**src/hte_pkg.sv**
```systemverilog
// Shared types and constants for the table-driven variable-length code packer.
// No dependencies; imported by every module under src.
`timescale 1ns / 1ps

package hte_pkg;

    // Field widths that are fixed by the item formats
    localparam int SYMBOL_FIELD_BITS = 8;
    localparam int CODE_FIELD_BITS   = 16;
    localparam int LEN_FIELD_BITS    = 5;
    localparam int TOTAL_FIELD_BITS  = 16;
    localparam int BYTE_BITS         = 8;

    // Defaults for the top-level parameters
    localparam int SYMBOL_BITS_DEF   = 8;
    localparam int MAX_CODE_BITS_DEF = 16;

    // Depth of the queue between the lookup front end and the packer
    localparam int QUEUE_DEPTH       = 4;

    // Item opcodes (code 3 is ignored)
    localparam logic [1:0] MODE_LOAD   = 2'd0;
    localparam logic [1:0] MODE_ENCODE = 2'd1;
    localparam logic [1:0] MODE_FINISH = 2'd2;

    typedef struct packed {
        logic [1:0]                   mode;
        logic [SYMBOL_FIELD_BITS-1:0] symbol;
        logic [CODE_FIELD_BITS-1:0]   code_word;
        logic [LEN_FIELD_BITS-1:0]    code_length;
    } hte_in_t;

    typedef struct packed {
        logic [BYTE_BITS-1:0]        out_byte;
        logic                        is_data;
        logic [TOTAL_FIELD_BITS-1:0] total_bits;
        logic                        last;
    } hte_out_t;

    // Fill level the queue reports to the front end
    typedef struct packed {
        logic [$clog2(QUEUE_DEPTH+1)-1:0] count;
    } hte_qstat_t;

endpackage

```
**src/hte_queue.sv**
```systemverilog
// Small FIFO between the lookup front end and the bit packer.
// Depends on hte_pkg.
`timescale 1ns / 1ps

module hte_queue #(
    parameter int WIDTH = 22,
    parameter int DEPTH = hte_pkg::QUEUE_DEPTH
) (
    input  logic                aclk,
    input  logic                aresetn,
    input  logic                push,
    input  logic [WIDTH-1:0]    push_item,
    input  logic                pop,
    output logic                pop_valid,
    output logic [WIDTH-1:0]    pop_item,
    output hte_pkg::hte_qstat_t stat
);
    import hte_pkg::*;

    localparam int PTR_W = (DEPTH > 1) ? $clog2(DEPTH) : 1;
    localparam int CNT_W = $clog2(DEPTH + 1);

    logic [WIDTH-1:0] slot_reg [DEPTH];
    logic [PTR_W-1:0] wr_ptr_reg, rd_ptr_reg;
    logic [CNT_W-1:0] count_reg;
    logic             do_pop;

    assign do_pop    = pop && (count_reg != '0);
    assign pop_valid = count_reg != '0;
    assign pop_item  = slot_reg[rd_ptr_reg];
    assign stat.count = CNT_W'(count_reg);

    // Storage
    always_ff @(posedge aclk) begin
        if (push) begin
            slot_reg[wr_ptr_reg] <= push_item;
        end
    end

    // Pointers and fill level
    always_ff @(posedge aclk) begin
        if (!aresetn) begin
            wr_ptr_reg <= '0;
            rd_ptr_reg <= '0;
            count_reg  <= '0;
        end else begin
            if (push) begin
                wr_ptr_reg <= (wr_ptr_reg == PTR_W'(DEPTH - 1)) ? '0 : wr_ptr_reg + 1'b1;
            end
            if (do_pop) begin
                rd_ptr_reg <= (rd_ptr_reg == PTR_W'(DEPTH - 1)) ? '0 : rd_ptr_reg + 1'b1;
            end
            if (push && !do_pop) begin
                count_reg <= count_reg + 1'b1;
            end else if (!push && do_pop) begin
                count_reg <= count_reg - 1'b1;
            end
        end
    end

endmodule

```
**config.mk**
```make
export PLATFORM = sky130hd
export DESIGN_NAME = hte_queue
export DESIGN_NICKNAME = d
export VERILOG_FILES = /design/src/hte_pkg.sv /design/src/hte_queue.sv
export SDC_FILE = /design/constraint.sdc
export NUM_CORES = 1
export LEC_CHECK = 0
export ABC_AREA = 1
export BUFFER_PORTS_ARGS = -buffer_cell sky130_fd_sc_hd__buf_2
export CAP_MARGIN = 10
export CORE_UTILIZATION = 60
export CTS_CLUSTER_DIAMETER = 200
export DETAILED_ROUTE_END_ITERATION = 10
export GPL_ROUTABILITY_DRIVEN = 0
export HOLD_SLACK_MARGIN = 0.03
export PLACE_DENSITY = 0.87
export SYNTH_ARGS = -nofsm -noshare
export SYNTH_HDL_FRONTEND = slang
export SYNTH_SLANG_ARGS = --single-unit
```
**constraint.sdc**
```tcl
create_clock -name aclk -period 2.5 [get_ports aclk]
set_input_delay 0.25 -clock aclk [delete_from_list [all_inputs] [get_ports aclk]]
set_output_delay 0.25 -clock aclk [all_outputs]
set_load 0.005 [all_outputs]
```
Yosys cells after proc, flatten, opt, wreduce, memory -nomap -nowiden
Memories as Yosys holds them, arrays and structs flattened. A register that Yosys moved wholly into a read port is not among the register bits.
Index checks and enable logic that the tools add are counted.
{"block": "op_classes", "n_addsub": 4, "n_mul": 0, "div_mod_pow": 0, "order_cmp": 0, "eq_ne": 2, "shifts": 0, "muxes": 8, "n_bitwise": 0, "reduce_logical": 7}
{"cell": "2-bit two-way mux", "n": 4}
{"cell": "3-bit two-way mux", "n": 2}
{"cell": "2-bit by 1-bit adder with 2-bit output, second input constant", "n": 2}
{"cell": "2-bit equality test, second input constant", "n": 2}
{"cell": "3-bit by 1-bit adder with 3-bit output, second input constant", "n": 1}
{"cell": "1-bit logical AND", "n": 3}
{"cell": "3-bit nonzero test", "n": 1}
{"cell": "3-bit by 1-bit subtractor with 3-bit output, second input constant", "n": 1}
{"cell": "1-bit logical NOT", "n": 2}
{"cell": "1-bit two-way mux", "n": 2}
{"cell": "2-bit nonzero test", "n": 1}
{"block": "totals", "reg_bits": 7, "latch_bits": 0, "ramBits": 88, "rom_bits": 0, "in_bits": 26, "out_inout_bits": 26, "elab_cells": 25, "memories": 1}
{"memory": "slot_reg", "words": 4, "width": 22, "read_ports": 1, "rd_clocked_by_memory_dff": 1, "write_ports": 1, "line_no": "hte_queue.sv:23", "source": "logic [WIDTH-1:0] slot_reg [DEPTH];"}

Depth between registers and ports, before layout
{"block": "logic_depth", "ltp_word": 5, "ltp_mapped": 12, "mapped_depth_nobuf": 12}

Worst setup path after synthesis
Ideal clock, no wire load.
{"block": "synth_path", "path_kind": "flip-flop to flip-flop", "start": "reg count_reg[0] (netlist: stat[0])", "end": "reg count_reg[1] (netlist: stat[1])", "setup_time_ps": 116, "arrival_ps": 1514, "required_ps": 2384, "setup_slack_ps": 870, "stages_incl_launch_ff": 9, "path_buffers": 0, "synth_period_minus_slack_ps": 1630, "path_cell_list": "dfxtp_1 > nor2_1 > nand2_1 > nand2_1 > ha_1 > inv_1 > fa_1 > o21ai_0 > nor2_1"}
{"block": "synth_via", "elab_chain_cells": 5, "elab_cells_between_ends": 10, "cone_classes": "2 x add/sub; 2 x mux; 6 x reduce/logical"}
{"item": "start, declared", "line_no": "hte_queue.sv:25", "source": "logic [CNT_W-1:0] count_reg;"}
{"item": "start signal, assigned", "line_no": "hte_queue.sv:54", "source": "count_reg <= count_reg + 1'b1;"}
{"item": "start signal, assigned", "line_no": "hte_queue.sv:56", "source": "count_reg <= count_reg - 1'b1;"}
{"item": "3-bit nonzero test *"}
{"item": "via pop_valid", "line_no": "hte_queue.sv:14", "source": "output logic pop_valid,"}
{"item": "1-bit logical AND *", "line_no": "hte_queue.sv:28", "source": "assign do_pop = pop && (count_reg != '0);"}
{"item": "1-bit logical NOT", "line_no": "hte_queue.sv:53", "source": "if (push && !do_pop) begin"}
{"item": "1-bit logical AND", "line_no": "hte_queue.sv:53"}
{"item": "3-bit two-way mux / 2-bit nonzero test (equally long branches)"}
Mark *: on every way through the listed nets, which the timed path passes. The rest lies on a longest branch. The select of a mux whose other input is x is not followed.
A chain may end at the register's enable or synchronous reset.

==> flow_summary.ini <==
[final_layout]
layout-drive-gt1-share = 0.211
fillers = 385
layout_commonest_cell = edfxtp_1
fin_nets = 365
largest_reg_flops = 88
layout_common_cells = edfxtp_1 (88), nor2_1 (54), buf_2 (51)
multi_input_area_um2 = 762
diodes = 0
synthToLayoutAreaGrowth_pct = 11.9
regArea_um2 = 2820

[detailed_routing]
dr_wl_met2_um = 3340
vias_per_cell = 5.52
route.detailed.drc = 0
m1WireLength_um = 2560
drt_iter0_markers = 132
num_vias = 2274
ant_nets = 0
met3WireLength_um = 376
routed.top_layer = met4
first_pass_iters = 4
wire_per_inst_um = 15.7
routed_wl_um = 6460

[floorplanning]
io_pins = 52
core.rowCount = 28
design.die.area_um2 = 6600
start_util = 0.629
die_h_um = 81.2
die_w_um = 81.2
core_um2 = 5990

[critical_path]
worst-path-max-fanout = 22
rrSetupSlack_ns = 0.71
worst-path-buf-inv = 2
cp_cell_sequence = inv_2 > o21ai_1 > o22ai_1 > buf_2
start_kind = register
worstPathRequired_ns = 2.25
critPathKind = reg -> out
cp_slowest_cell = dfxtp_1
critical_path.max_stage_delay_ns = 0.67
r2r_end = stat[2]$_SDFFE_PN0P_
crit_family = flip-flops
reg2reg_depth = 12
endpoint_kind = primary output
cp.arrival_ns = 1.77
timing.rr.start = stat[1]$_SDFFE_PN0P_

[pwr]
p_clk_frac = 0.219
powerDensity_nw_per_um2 = 912
p_int_uw = 2690
finalPower_uw = 3850
swShare = 0.301
power_frac_seq = 0.511
p_leak_uw = 0.00159
p_comb_frac = 0.271
ir_drop_mv = 0.707
p_switching_uw = 1160

[logic_synthesis]
synth_edf_count = 88
synth_fp_nets = 309
ys_types = 21
syn-instance-count = 276
ys_async_sr_fraction = 0
ys_ff_latch = 97
yosysSeqAreaShare = 0.750
synth_area_um2 = 3770
synth-warning-count = 0
synth_ff_type = edfxtp_1
syn_area_per_cell_um2 = 13.6

[grt]
grt_max_degree = 45
grt_remaining_overflow = 0
grt_pass1_vias = 2177
grt_pass1_wl_um = 10100
grt_antenna_before_repair = 0
grt.total_usage = 0.217

[placement]
dpl_worst_slack_ns = 0.750
port_buffers = 51
hpwl_um = 3870

[sta]
hold_viol_final = 0
post-route-min-period_ns = 2.02
fin_skew_ns = 0.00713
worst_pin_slew_ns = 0.552
finalCritPeriodShare = 0.809
relSlewSlack = 0.632
rsz0062_at_grt = no
fin_tns_setup_ns = 0
worst_slack_ns = 0.478
setup_viol = 0
fmax_ghz = 0.495
slew_viol_final = 0

[hold_path]
hold_depth = 1
min_path_type = in -> reg
min_from = push_item[16]
min_to = slot_reg[0][16]$_DFFE_PP_

[cts]
cts.hold.buffers_added = 0
cts_tree = built
cts_made_buffers = 9
post-cts-setup-buffer-count = 0
cts_sinks = 97
h-tree-depth = 3
clk_pin_slew_worst_paths_ns = 0.08
clk_path_buf_depth = 2
cts_root_buffer = clkbuf_8
cts_resized = 0
clkLatencyLatePin_ns = 0.34

[job]
cap_violations = 0

[outcome]
run_status = complete, no violations
-- power groups by stage --
stage,Clock [uW],Sequential (uW),Combinational (uW)
floorplan,0,1970,733
global placement,0,1990,999
detailed placement,0,2000,1040
CTS,858,1960,1040
global route,908,1980,1190
finish,842,1960,1040
-- kinds of logic after synthesis --
family | Yosys count | share of synthesized area
simple gates | 71 | 0.0731
fa+ha+maj | 7 | 0.0252
compound gates | 71 | 0.102
xor+xnor | 1 | 0.00233
buf+inv | 29 | 0.0482
flops | 97 | 0.749
-- cell usage after synthesis (2+ instances only) --
master / number / area share
edfxtp_1: 88 / 0.70
nor2_1: 54 / 0.054
o21ai_0: 28 / 0.037
o22ai_1: 22 / 0.037
o21ai_1: 18 / 0.024
inv_1: 14 / 0.014
nand2_1: 13 / 0.013
dfxtp_1: 9 / 0.048
buf_6: 7 / 0.021
ha_1: 6 / 0.020
buf_2: 4 / 0.0053
a21oi_1: 3 / 0.0040
buf_4: 2 / 0.0040
-- metrics by stage --
| stage | utilization | instances | hold slack [ns] | instance area, um^2 |
|---|---|---|---|---|
| final | 0.704 | 412 | 0.117 | 4220 |
| after global routing | 0.704 | 412 | 0.105 | 4220 |
| after CTS | 0.704 | 412 | 0.102 | 4220 |
| after detailed placement | 0.677 | 396 | 0.466 | 4050 |
| after global placement | 0.677 | 396 | 0.462 | 4050 |
| after floorplan | - | 276 | 0.349 | 3770 |
-- how the worst max path moves through the flow --
| stage | endpoint | cells after the start | from |
|---|---|---|---|
| 2_1_floorplan | stat[1]$_SDFFE_PN0P_ | 8 | stat[0]$_SDFFE_PN0P_ |
| 3_3_place_gp | stat[2]$_SDFFE_PN0P_ | 12 | stat[1]$_SDFFE_PN0P_ |
| 3_5_place_dp | stat[2]$_SDFFE_PN0P_ | 12 | stat[0]$_SDFFE_PN0P_ |
| 4_1_cts | pop_item[4] | 4 | register |
| 5_1_grt | pop_item[14] | 4 | register |
| 6_report | pop_item[4] | 4 | register |
-- cell type report --
| cell class | instances | area share |
|---|---|---|
| Tap cell | 75 | 0.0223 |
| Clock inverter | 1 | 0.00119 |
| Multi-Input combinational cell | 150 | 0.181 |
| Sequential cell | 97 | 0.670 |
| Timing Repair Buffer | 58 | 0.0730 |
| Inverter | 16 | 0.0160 |
| Clock buffer | 15 | 0.0371 |
-- routing by layer --
layer	global-route usage	vias to the layer above
li1	-	1113
met4	0.121	0
met1	0.262	1074
met2	0.364	71
met5	0	-
met3	0.0461	16
Power figures use the tool's default switching activity.
