## config.mk

```make
export PLATFORM = sky130hd
export DESIGN_NAME = hte_back
export DESIGN_NICKNAME = d
export VERILOG_FILES = /design/src/hte_pkg.sv /design/src/hte_back.sv
export SDC_FILE = /design/constraint.sdc
export NUM_CORES = 1
export LEC_CHECK = 0
export ABC_CLOCK_PERIOD_IN_PS = 10000
export BUFFER_PORTS_ARGS = -buffer_cell sky130_fd_sc_hd__buf_2
export CAP_MARGIN = 30
export CORE_UTILIZATION = 45
export CTS_BUF_LIST = sky130_fd_sc_hd__clkbuf_2
export DETAILED_ROUTE_END_ITERATION = 8
export PLACE_DENSITY_LB_ADDON = 0.25
export SLEW_MARGIN = 0
export SYNTH_ARGS = -nofsm -noshare
export SYNTH_HDL_FRONTEND = slang
export SYNTH_SLANG_ARGS = --single-unit
```

## constraint.sdc

```tcl
create_clock -name aclk -period 10 [get_ports aclk]
set_clock_uncertainty 0.1 [all_clocks]
set_input_delay 1 -clock aclk [delete_from_list [all_inputs] [get_ports aclk]]
set_output_delay 1 -clock aclk [all_outputs]
set_load 0.02 [all_outputs]
```

## src/hte_pkg.sv

```systemverilog
// Shared types and constants for the table-driven variable-length code packer.
// No dependencies; imported by every module under src.
`timescale 1ns / 1ps

package hte_pkg;

    // Field widths that are fixed by the item formats
    localparam int SYMBOL_FIELD_BITS = 8;
    localparam int CODE_FIELD_BITS   = 16;
    localparam int LEN_FIELD_BITS    = 5;
    localparam int TOTAL_FIELD_BITS  = 16;
    localparam int BYTE_BITS         = 8;

    // Defaults for the top-level parameters
    localparam int SYMBOL_BITS_DEF   = 8;
    localparam int MAX_CODE_BITS_DEF = 16;

    // Depth of the queue between the lookup front end and the packer
    localparam int QUEUE_DEPTH       = 4;

    // Item opcodes (code 3 is ignored)
    localparam logic [1:0] MODE_LOAD   = 2'd0;
    localparam logic [1:0] MODE_ENCODE = 2'd1;
    localparam logic [1:0] MODE_FINISH = 2'd2;

    typedef struct packed {
        logic [1:0]                   mode;
        logic [SYMBOL_FIELD_BITS-1:0] symbol;
        logic [CODE_FIELD_BITS-1:0]   code_word;
        logic [LEN_FIELD_BITS-1:0]    code_length;
    } hte_in_t;

    typedef struct packed {
        logic [BYTE_BITS-1:0]        out_byte;
        logic                        is_data;
        logic [TOTAL_FIELD_BITS-1:0] total_bits;
        logic                        last;
    } hte_out_t;

    // Fill level the queue reports to the front end
    typedef struct packed {
        logic [$clog2(QUEUE_DEPTH+1)-1:0] count;
    } hte_qstat_t;

endpackage

```

## src/hte_back.sv

```systemverilog
// Back end: appends codes to the bit accumulator and drives the result channel.
// Depends on hte_pkg; fed by hte_queue.
`timescale 1ns / 1ps

module hte_back #(
    parameter int MAX_CODE_BITS = hte_pkg::MAX_CODE_BITS_DEF,
    parameter int CODE_W        = (MAX_CODE_BITS < hte_pkg::CODE_FIELD_BITS) ?
                                  MAX_CODE_BITS : hte_pkg::CODE_FIELD_BITS,
    parameter int LEN_W         = $clog2(CODE_W + 1),
    parameter int ITEM_W        = 1 + CODE_W + LEN_W
) (
    input  logic                aclk,
    input  logic                aresetn,
    input  logic                q_valid,
    input  logic [ITEM_W-1:0]   q_item,
    output logic                q_pop,
    output logic                m_valid,
    input  logic                m_ready,
    output hte_pkg::hte_out_t   m_data
);
    import hte_pkg::*;

    localparam int PEND_W = BYTE_BITS - 1;
    localparam int PCNT_W = $clog2(BYTE_BITS);
    localparam int ACC_W  = PEND_W + CODE_W;
    localparam int CNT_W  = $clog2(ACC_W + 1);

    // Accumulator state
    logic [PEND_W-1:0]           pend_bits_reg, pend_bits_next;
    logic [PCNT_W-1:0]           pend_cnt_reg, pend_cnt_next;
    logic [TOTAL_FIELD_BITS-1:0] bit_total_reg, bit_total_next;

    // Two-deep result buffer
    hte_out_t res_a_reg, res_b_reg;
    logic [1:0] res_cnt_reg;
    hte_out_t new_a, new_b;
    logic [1:0] new_cnt;

    logic              is_finish;
    logic [CODE_W-1:0] code;
    logic [LEN_W-1:0]  len;
    logic [ACC_W-1:0]  acc;
    logic [CNT_W-1:0]  cnt;
    logic [ACC_W-1:0]  hi_byte, lo_byte;
    logic [BYTE_BITS-1:0] pad_byte;
    logic [BYTE_BITS-1:0] rem_mask;
    logic              take;

    assign {is_finish, code, len} = q_item;

    assign m_valid = res_cnt_reg != 2'd0;
    assign m_data  = res_a_reg;
    assign take    = m_valid && m_ready;
    // Pop only when the result buffer drains this cycle
    assign q_pop   = q_valid && (res_cnt_reg == 2'd0 || (res_cnt_reg == 2'd1 && m_ready));

    // Append the code and split off whole bytes
    always_comb begin
        acc      = (ACC_W'(pend_bits_reg) << len) | ACC_W'(code);
        cnt      = CNT_W'(pend_cnt_reg) + CNT_W'(len);
        hi_byte  = acc >> (cnt - CNT_W'(BYTE_BITS));
        lo_byte  = acc >> (cnt - CNT_W'(2 * BYTE_BITS));
        pad_byte = BYTE_BITS'({1'b0, pend_bits_reg}) << (BYTE_BITS'(BYTE_BITS) -
                   BYTE_BITS'(pend_cnt_reg));
        rem_mask = (BYTE_BITS'(1) << cnt[PCNT_W-1:0]) - BYTE_BITS'(1);

        new_a = '0;
        new_b = '0;
        new_a.is_data = 1'b1;
        new_b.is_data = 1'b1;

        if (is_finish) begin
            pend_bits_next = '0;
            pend_cnt_next  = '0;
            bit_total_next = '0;
            if (pend_cnt_reg != '0) begin
                new_a.out_byte   = pad_byte;
                new_b.is_data    = 1'b0;
                new_b.total_bits = bit_total_reg;
                new_b.last       = 1'b1;
                new_cnt          = 2'd2;
            end else begin
                new_a.is_data    = 1'b0;
                new_a.total_bits = bit_total_reg;
                new_a.last       = 1'b1;
                new_cnt          = 2'd1;
            end
        end else begin
            pend_bits_next = acc[PEND_W-1:0] & rem_mask[PEND_W-1:0];
            pend_cnt_next  = cnt[PCNT_W-1:0];
            bit_total_next = bit_total_reg + TOTAL_FIELD_BITS'(len);
            if (cnt >= CNT_W'(2 * BYTE_BITS)) begin
                new_a.out_byte = hi_byte[BYTE_BITS-1:0];
                new_b.out_byte = lo_byte[BYTE_BITS-1:0];
                new_cnt        = 2'd2;
            end else if (cnt >= CNT_W'(BYTE_BITS)) begin
                new_a.out_byte = hi_byte[BYTE_BITS-1:0];
                new_cnt        = 2'd1;
            end else begin
                new_cnt        = 2'd0;
            end
        end
    end

    // Accumulator registers
    always_ff @(posedge aclk) begin
        if (!aresetn) begin
            pend_bits_reg <= '0;
            pend_cnt_reg  <= '0;
            bit_total_reg <= '0;
        end else if (q_pop) begin
            pend_bits_reg <= pend_bits_next;
            pend_cnt_reg  <= pend_cnt_next;
            bit_total_reg <= bit_total_next;
        end
    end

    // Result buffer: load on pop, shift on each output transaction
    always_ff @(posedge aclk) begin
        if (!aresetn) begin
            res_cnt_reg <= 2'd0;
        end else if (q_pop) begin
            res_cnt_reg <= new_cnt;
        end else if (take) begin
            res_cnt_reg <= res_cnt_reg - 2'd1;
        end
    end

    always_ff @(posedge aclk) begin
        if (q_pop) begin
            res_a_reg <= new_a;
            res_b_reg <= new_b;
        end else if (take) begin
            res_a_reg <= res_b_reg;
        end
    end

endmodule
```

### Word level (Yosys, flattened, before mapping)

Index checks and enable logic that the tools add are counted.

* $add $sub $neg: 7
* magnitude comparators: 2
* equality and inequality tests: 1
* shifts and indexed selects: 5
* mux-type cells: 18
* bitwise operators: 3
* reductions and logical operators: 10

Operators with widths (number)
* two-way mux 18 bit: 3
* two-way mux 26 bit: 2
* right shift 23 x 5 -> 8 bit: 2
* two-way mux 8 bit: 4
* bitwise OR 23 x 16 -> 23 bit: 1
* left shift 7 x 5 -> 23 bit: 1
* adder 16 x 5 -> 16 bit: 1
* two-way mux 16 bit: 1
* two-way mux 2 bit: 5
* left shift 7 x 8 -> 8 bit: 1
* AND 7 bit: 1
* two-way mux 7 bit: 1
* left shift 1 x 3 -> 7 bit (first input constant): 1
* subtractor 7 x 2 -> 7 bit (second input constant): 1
* adder 3 x 5 -> 5 bit: 1
* greater-or-equal comparator 5 x 4 -> 1 bit (second input constant): 1
* greater-or-equal comparator 5 bit (second input constant): 1
* subtractor 4 x 3 -> 5 bit (first input constant): 1
* subtractor 5 x 4 -> 5 bit (second input constant): 1
* subtractor 5 bit (second input constant): 1
* nonzero test 2 bit: 2
* logical AND 1 bit: 3
* two-way mux 3 bit: 1
* nonzero test 3 bit: 1
* other kinds (8): 8

* register bits: 80
* input port bits: 26
* output and inout bits: 28
* word-level logic and storage cells: 58

### Depth between registers and ports, before layout

Gate-level depths: netlist (run 1).

* depth in word-level cells: 7
* gate-level depth with buffers: 13
* mapped depth without buffers: 12

### Worst setup path after synthesis (run 1)

OpenSTA, ideal clock, no wires.

* path type: input to register
* from: input q_item[2]
* to: register res_a_reg (netlist bit m_data[18]), data pin
* library setup time: 0.135 ns
* data arrival time: 3.703 ns
* path slack: 6.062 ns
* stages: 11
* cell sequence: ha_1 > a21oi_1 > xnor2_1 > clkbuf_1 > ha_1 > a21boi_1 > a21oi_1 > nand2_1 > or4_1 > a21o_1 > nand3_1

* word-level cells in the longest chain between the ends: 7
* elaborated cells on any way between the ends: 11
* classes of those cells: 2 x add/sub; 2 x order compare; 2 x shift; 4 x mux; 1 x bitwise

Ends and longest elaborated chain
* start: declaration: RTL line hte_back.sv:15 `input logic [ITEM_W-1:0] q_item,`
* adder 3 x 5 -> 5 bit or left shift 7 x 5 -> 23 bit (tied branches): RTL line hte_back.sv:60, hte_back.sv:59
* subtractor 5 x 4 -> 5 bit or bitwise OR 23 x 16 -> 23 bit (tied branches): RTL line hte_back.sv:61, hte_back.sv:59
* right shift 23 x 5 -> 8 bit: RTL line hte_back.sv:61 `hi_byte = acc >> (cnt - CNT_W'(BYTE_BITS));`
* two-way mux 8 bit: RTL line hte_back.sv:96 `end else if (cnt >= CNT_W'(BYTE_BITS)) begin`
* two-way mux 8 bit *: RTL line hte_back.sv:92 `if (cnt >= CNT_W'(2 * BYTE_BITS)) begin`
* two-way mux 8 bit *: RTL line hte_back.sv:72 `if (is_finish) begin`
* two-way mux 26 bit *: RTL line hte_back.sv:130 `if (q_pop) begin`
* end signal: assignment: RTL line hte_back.sv:131 `res_a_reg <= new_a;`
* end signal: assignment: RTL line hte_back.sv:134 `res_a_reg <= res_b_reg;`
* end: declaration: RTL line hte_back.sv:34 `hte_out_t res_a_reg, res_b_reg;`

Every way passes the cells marked *; elsewhere a longest branch is shown, timed or not.
A chain may end at the register's enable or synchronous reset.

### Final worst setup path (run 1)

* from: input q_item[0]
* to: register res_a_reg (netlist bit m_data[18]), data pin

Same word-level chain as after synthesis.

==> results of run 1 <==
cell type report:
class                   count  area (um2)
multi-input cells         520        3580
repair buffers             61         345
fillers                  1225        6310
inverters                  20        77.6
flip-flops and latches     80        2120
clock inverters             6         116
clock buffers              10        50.0
well taps                 172         215
logic make-up after synthesis:
kind of cell	count (synthesis)	share of synthesized area [%]
AOI/OAI and AO/OA	217	26.3
muxes	44	8.48
xor gates and xnor gates	18	2.63
adders and majority gates	17	3.80
and+or+nand+nor	224	18.4
buffers and inverters	69	5.01
DFF	80	35.4
synth_stat cells (4+ instances only):
cell type,number
o31a_1,4
a221oi_1,6
edfxtp_1,52
nor2_1,53
ha_1,15
a21oi_1,54
o211ai_1,4
o21ai_0,21
a32oi_1,7
a31oi_1,8
nand2b_1,4
nand3_1,15
nand2_1,56
buf_2,6
a21oi_2,4
a211oi_1,8
xor2_1,8
mux2i_1,25
and2_1,21
dfxtp_1,28
o31ai_1,4
nor3_1,23
nor2b_1,22
a211o_1,4
buf_1,7
a21o_1,12
nor4_1,4
a22oi_1,11
xnor2_1,10
clkbuf_1,33
mux2_2,13
a22o_1,17
inv_1,18
o22ai_1,7
through the flow:
step | hold slack [ps] | worst slack, ps | std cells | instance area (um2) | power (uW)
2_1_floorplan | 366 | 6060 | 669 | 5990 | 766
3_3_place_gp | 384 | 5150 | 852 | 6320 | 882
3_5_place_dp | 388 | 5060 | 853 | 6340 | 893
4_1_cts | 412 | 5640 | 869 | 6510 | 1130
5_1_grt | 466 | 5340 | 869 | 6510 | 1180
6_report | 410 | 5520 | 869 | 6510 | 1120
worst min-delay path by stage:
stage | endpoint | slack (ps) | depth (start not counted)
after floorplan | bit_total_reg[0]$_SDFFE_PN0P_ | 370 | 2
after global placement | bit_total_reg[0]$_SDFFE_PN0P_ | 380 | 2
after detailed placement | bit_total_reg[0]$_SDFFE_PN0P_ | 390 | 2
after CTS | bit_total_reg[0]$_SDFFE_PN0P_ | 410 | 2
after global routing | bit_total_reg[0]$_SDFFE_PN0P_ | 470 | 2
final | bit_total_reg[0]$_SDFFE_PN0P_ | 410 | 2
routing by layer:
layer / vias to the layer above / part of all wire, % / global-route usage, %
met1: 2569 / 44 / 33.6
met5: - / 0 / 0
li1: 2575 / - / -
met2: 221 / 47 / 40.9
met4: 0 / 3.0 / 9.50
met3: 43 / 6.3 / 4.91
where the power goes:
part           internal [uW]  leakage [uW]  switching, uW
Sequential               420      0.000742           21.8
Clock                    111     0.0000971            121
Combinational            156       0.00164            292
worst max-delay path: stages:
cell	delay (ps)
buf_2	380
ha_1	270
fa_1	780
or2_2	500
nor2_2	180
a21boi_1	130
a21oi_1	520
nand2_1	230
or4_1	540
a21o_1	170
nand3_1	70
==> reports/summary.txt, run 1 <==
Status -> completed
MaxCap Viol Count -> 0
Drt pass-1 iters -> 5
Distinct cell type count after synthesis -> 82
Gr ovfl total -> 0
Initial Utilization -> 46.7%
FF-to-FF setup slack -> 5700 ps
Setup-failing EPs final -> 0
Vias per cell -> 6.22
Min Tclk post-route -> 4480 ps
Via count of the routed design -> 5408
Critical path required time -> 10300 ps
Reg-to-reg startpoint -> pend_cnt_reg[0]$_SDFFE_PN0P_
Fmax -> 223 MHz
Share of post-route cells with drive strength above 1 -> 17.5%
Clk slew on worst S/H paths -> 210 ps
GR Util All Layers -> 25.4%
Final Hold Fails -> 0
Synthesized area -> 5990 um2
Routed length per placed instance -> 19.9 um
Die H -> 117 um
Setup crit start kind -> input pin
Hold_sp -> bit_total_reg[0]$_SDFFE_PN0P_
Critical path arrival -> 4770 ps
Resized Gates After CTS -> 0
Leakage -> 0.00248 uW
Ant diodes -> 0
H-tree Lvls -> 3
FF-to-FF End -> m_data[18]$_DFFE_PP_
# DRC -> 0
DP HPWL -> 12500 um
Top cell type by total area after synthesis -> edfxtp_1
Sequential area share after synthesis -> 35.4%
Worst setup EP type -> flop
NumNets Final -> 735
DRT antenna net count -> 0
EDFF count, synth -> 52
Yosys reg bits -> 80
Clk_lat worst skew -> 530 ps
First-pass GRT wire length -> 27600 um
CP max FO -> 25
Measured slew at the worst slew-check pin -> 957 ps
Synthesized instance count -> 669
Area contributors post-synth -> edfxtp_1 26%, dfxtp_1 9.4%, a21oi_1 4.5%
Synth top area share -> 26.1%
Row Count -> 41
TritonCTS sink count -> 80
CTS tree -> yes
Initial antenna violation count -> 0
Mean Syn Cell Area -> 8.96 um2
Vias in the first global route -> 5165
Final Max Tran Viols -> 0
Final estimated routing congestion in global placement -> 0.982
Slew HR -> 36.1%
Max Root-Sink Buffers -> 2
Worst min path class -> reg2reg
R2r worst-path depth -> 10
CTS root buffer -> clkbuf_2
Ys flop type -> edfxtp_1
Total core area -> 12800 um2
Mapped Nets -> 712
Commonest non-fill, non-tap cell in the layout -> nand2_1
DRT Wirelength -> 17300 um
Most frequent cells in the layout -> 56 x nand2_1, 54 x a21oi_1, 53 x nor2_1, 53 x buf_2, 52 x edfxtp_1
Cts bufs inserted -> 9
Die Span X -> 117 um
Cts hold-fix bufs -> 0
Critical path startpoint -> q_item[0]
I/O Pins -> 54
Critical path class -> in2reg
Postcts setup bufs -> 0
Power Dens Cells -> 172 nW/um2
Synth-to-layout area growth -> 8.67%
VDD IR max -> 0.0973 mV
Fin crit share -> 44.8%
End of the critical path -> m_data[18]$_DFFE_PP_
Setup TNS -> 0 ps
Synth warnings -> 0
Post-layout util -> 50.8%
Iter 0 DRT Violations -> 501
Port Buffers -> 53
Ys async rst share -> 0%
Total die area -> 13800 um2
Largest net degree at the start of global routing -> 53
RSZ-0062 raised after global routing -> false
No activity file was read; power rests on OpenSTA's default activity.
==> inputs of run 2 (changes only) <==
--- a/config.mk
+++ b/config.mk
@@ -5,7 +5,7 @@
 export SDC_FILE = /design/constraint.sdc
 export NUM_CORES = 1
 export LEC_CHECK = 0
-export ABC_CLOCK_PERIOD_IN_PS = 10000
+export ABC_CLOCK_PERIOD_IN_PS = 4050
 export BUFFER_PORTS_ARGS = -buffer_cell sky130_fd_sc_hd__buf_2
 export CAP_MARGIN = 30
 export CORE_UTILIZATION = 45
==> constraint.sdc (replaced) <==
create_clock -name aclk -period 4.05 [get_ports aclk]
set_clock_uncertainty 0.1 [all_clocks]
set_input_delay 0.405 -clock aclk [delete_from_list [all_inputs] [get_ports aclk]]
set_output_delay 0.405 -clock aclk [all_outputs]
set_load 0.02 [all_outputs]
==> reports/summary.txt, run 2 (synthesis results as in run 1) <==
Min Tclk post-route -> 3630 ps
Worst setup EP type -> flop
DP HPWL -> 13400 um
Largest net degree at the start of global routing -> 47
Cts bufs inserted -> 9
Met2 capacity usage during global routing -> 41.2%
Die Span X -> 117 um
Clk_lat worst skew -> 560 ps
H-tree Lvls -> 3
Cts hold-fix bufs -> 0
Vias in the first global route -> 5303
Share of post-route cells with drive strength above 1 -> 18.6%
MaxCap Viol Count -> 0
VDD IR max -> 0.226 mV
Die H -> 117 um
Final estimated routing congestion in global placement -> 0.948
Leakage -> 0.00251 uW
Critical path class -> reg2reg
Initial Utilization -> 46.7%
DRT Wirelength -> 17900 um
TritonCTS sink count -> 80
CTS root buffer -> clkbuf_2
Gr ovfl total -> 0
Critical path required time -> 4360 ps
Vias per cell -> 6.19
Post-layout util -> 51.1%
Synth-to-layout area growth -> 9.33%
Port Buffers -> 53
RSZ-0062 raised after global routing -> false
CP max-delay cell -> or4_1
Fmax -> 275 MHz
GR Util All Layers -> 26.6%
Final Hold Fails -> 0
Setup TNS -> 0 ps
Ant diodes -> 0
Measured slew at the worst slew-check pin -> 700 ps
Drt pass-1 iters -> 5
# DRC -> 0
Clk slew on worst S/H paths -> 260 ps
Grt met1 use -> 35.4%
CTS tree -> yes
Filler cells -> 1238
Status -> completed
CP max FO -> 13
Total core area -> 12800 um2
Cell-by-cell trace of the critical path -> ha_1, fa_1, a21oi_1, nor2b_1, xnor2_1, ha_1, inv_1, nand2_1, or4_1, a21o_1, nand3_1
GR Util met3 -> 6.76%
Slew HR -> 53.3%
Total die area -> 13800 um2
Routed length per placed instance -> 20.4 um
Worst min path class -> in2reg
Multi-input gate area -> 3580 um2
Largest stage delay, worst path -> 520 ps
Final Instance Area -> 6550 um2
Initial antenna violation count -> 0
Fin crit share -> 89.6%
Final Max Tran Viols -> 0
Reg area -> 2120 um2
Critical path arrival -> 3940 ps
Commonest non-fill, non-tap cell in the layout -> nand2_1
I/O Pins -> 54
Power Dens Cells -> 408 nW/um2
NumNets Final -> 746
DRT antenna net count -> 0
Iter 0 DRT Violations -> 457
Max Root-Sink Buffers -> 2
GRT busiest layer -> met2
Most used cell along the critical path -> ha_1
Via count of the routed design -> 5445
Resized Gates After CTS -> 0
Setup crit start kind -> flop
Post-Place Cell Area -> 6430 um2
First-pass GRT wire length -> 29000 um
Row Count -> 41
Postcts setup bufs -> 0
Most frequent cells in the layout -> 56 x nand2_1, 54 x a21oi_1, 53 x nor2_1, 53 x buf_2, 52 x edfxtp_1
Setup-failing EPs final -> 0
## run 2: power by group
part           internal, uW  switching, uW  total [uW]
registers              1040           51.5        1090
logic                   398            736        1130
clock network           149            303         453
## run 2: final timing paths
path,startpoint,to,slack [ps],cells past startpoint
worst min register to register,bit_total_reg[5]$_SDFFE_PN0P_,bit_total_reg[5]$_SDFFE_PN0P_,430,2
worst max register to register,pend_cnt_reg[0]$_SDFFE_PN0P_,m_data[18]$_DFFE_PP_,420,11
worst min-delay path,aresetn,bit_total_reg[1]$_SDFFE_PN0P_,120,2
worst max-delay path,pend_cnt_reg[0]$_SDFFE_PN0P_,m_data[18]$_DFFE_PP_,420,11
## run 2: critical path, delay by kind of cell (launching register included)
kind / cells / cell delay [ps]
xor gates and xnor gates: 1 / 440
and+or+nand+nor: 4 / 770
DFF: 1 / 490
buffers and inverters: 1 / 160
adders and majority gates: 3 / 1180
AOI/OAI and AO/OA: 2 / 340
## run 2: layout make-up
cell class	instances	share of cell area, %
flip-flops and latches	80	32.4
inverters	20	1.18
clock inverters	7	1.20
repair buffers	72	6.53
multi-input cells	520	54.7
clock buffers	9	0.688
well taps	172	3.28
## run 2: layer usage
metal  share of wire [%]  vias up
met5                   0        -
met4                 3.1        0
met3                 6.8       39
met2                  46      200
met1                  44     2610
li1                    -     2596
## run 2: metrics by stage
stage          power, uW  hold WS (ps)  setup slack [ps]  instances
2_1_floorplan       1890           366               707        669
3_3_place_gp        2210           385               526        863
3_5_place_dp        2230           408               469        864
4_1_cts             2680          64.0               455        880
5_1_grt             2830          63.2               194        880
6_report            2680           120               420        880
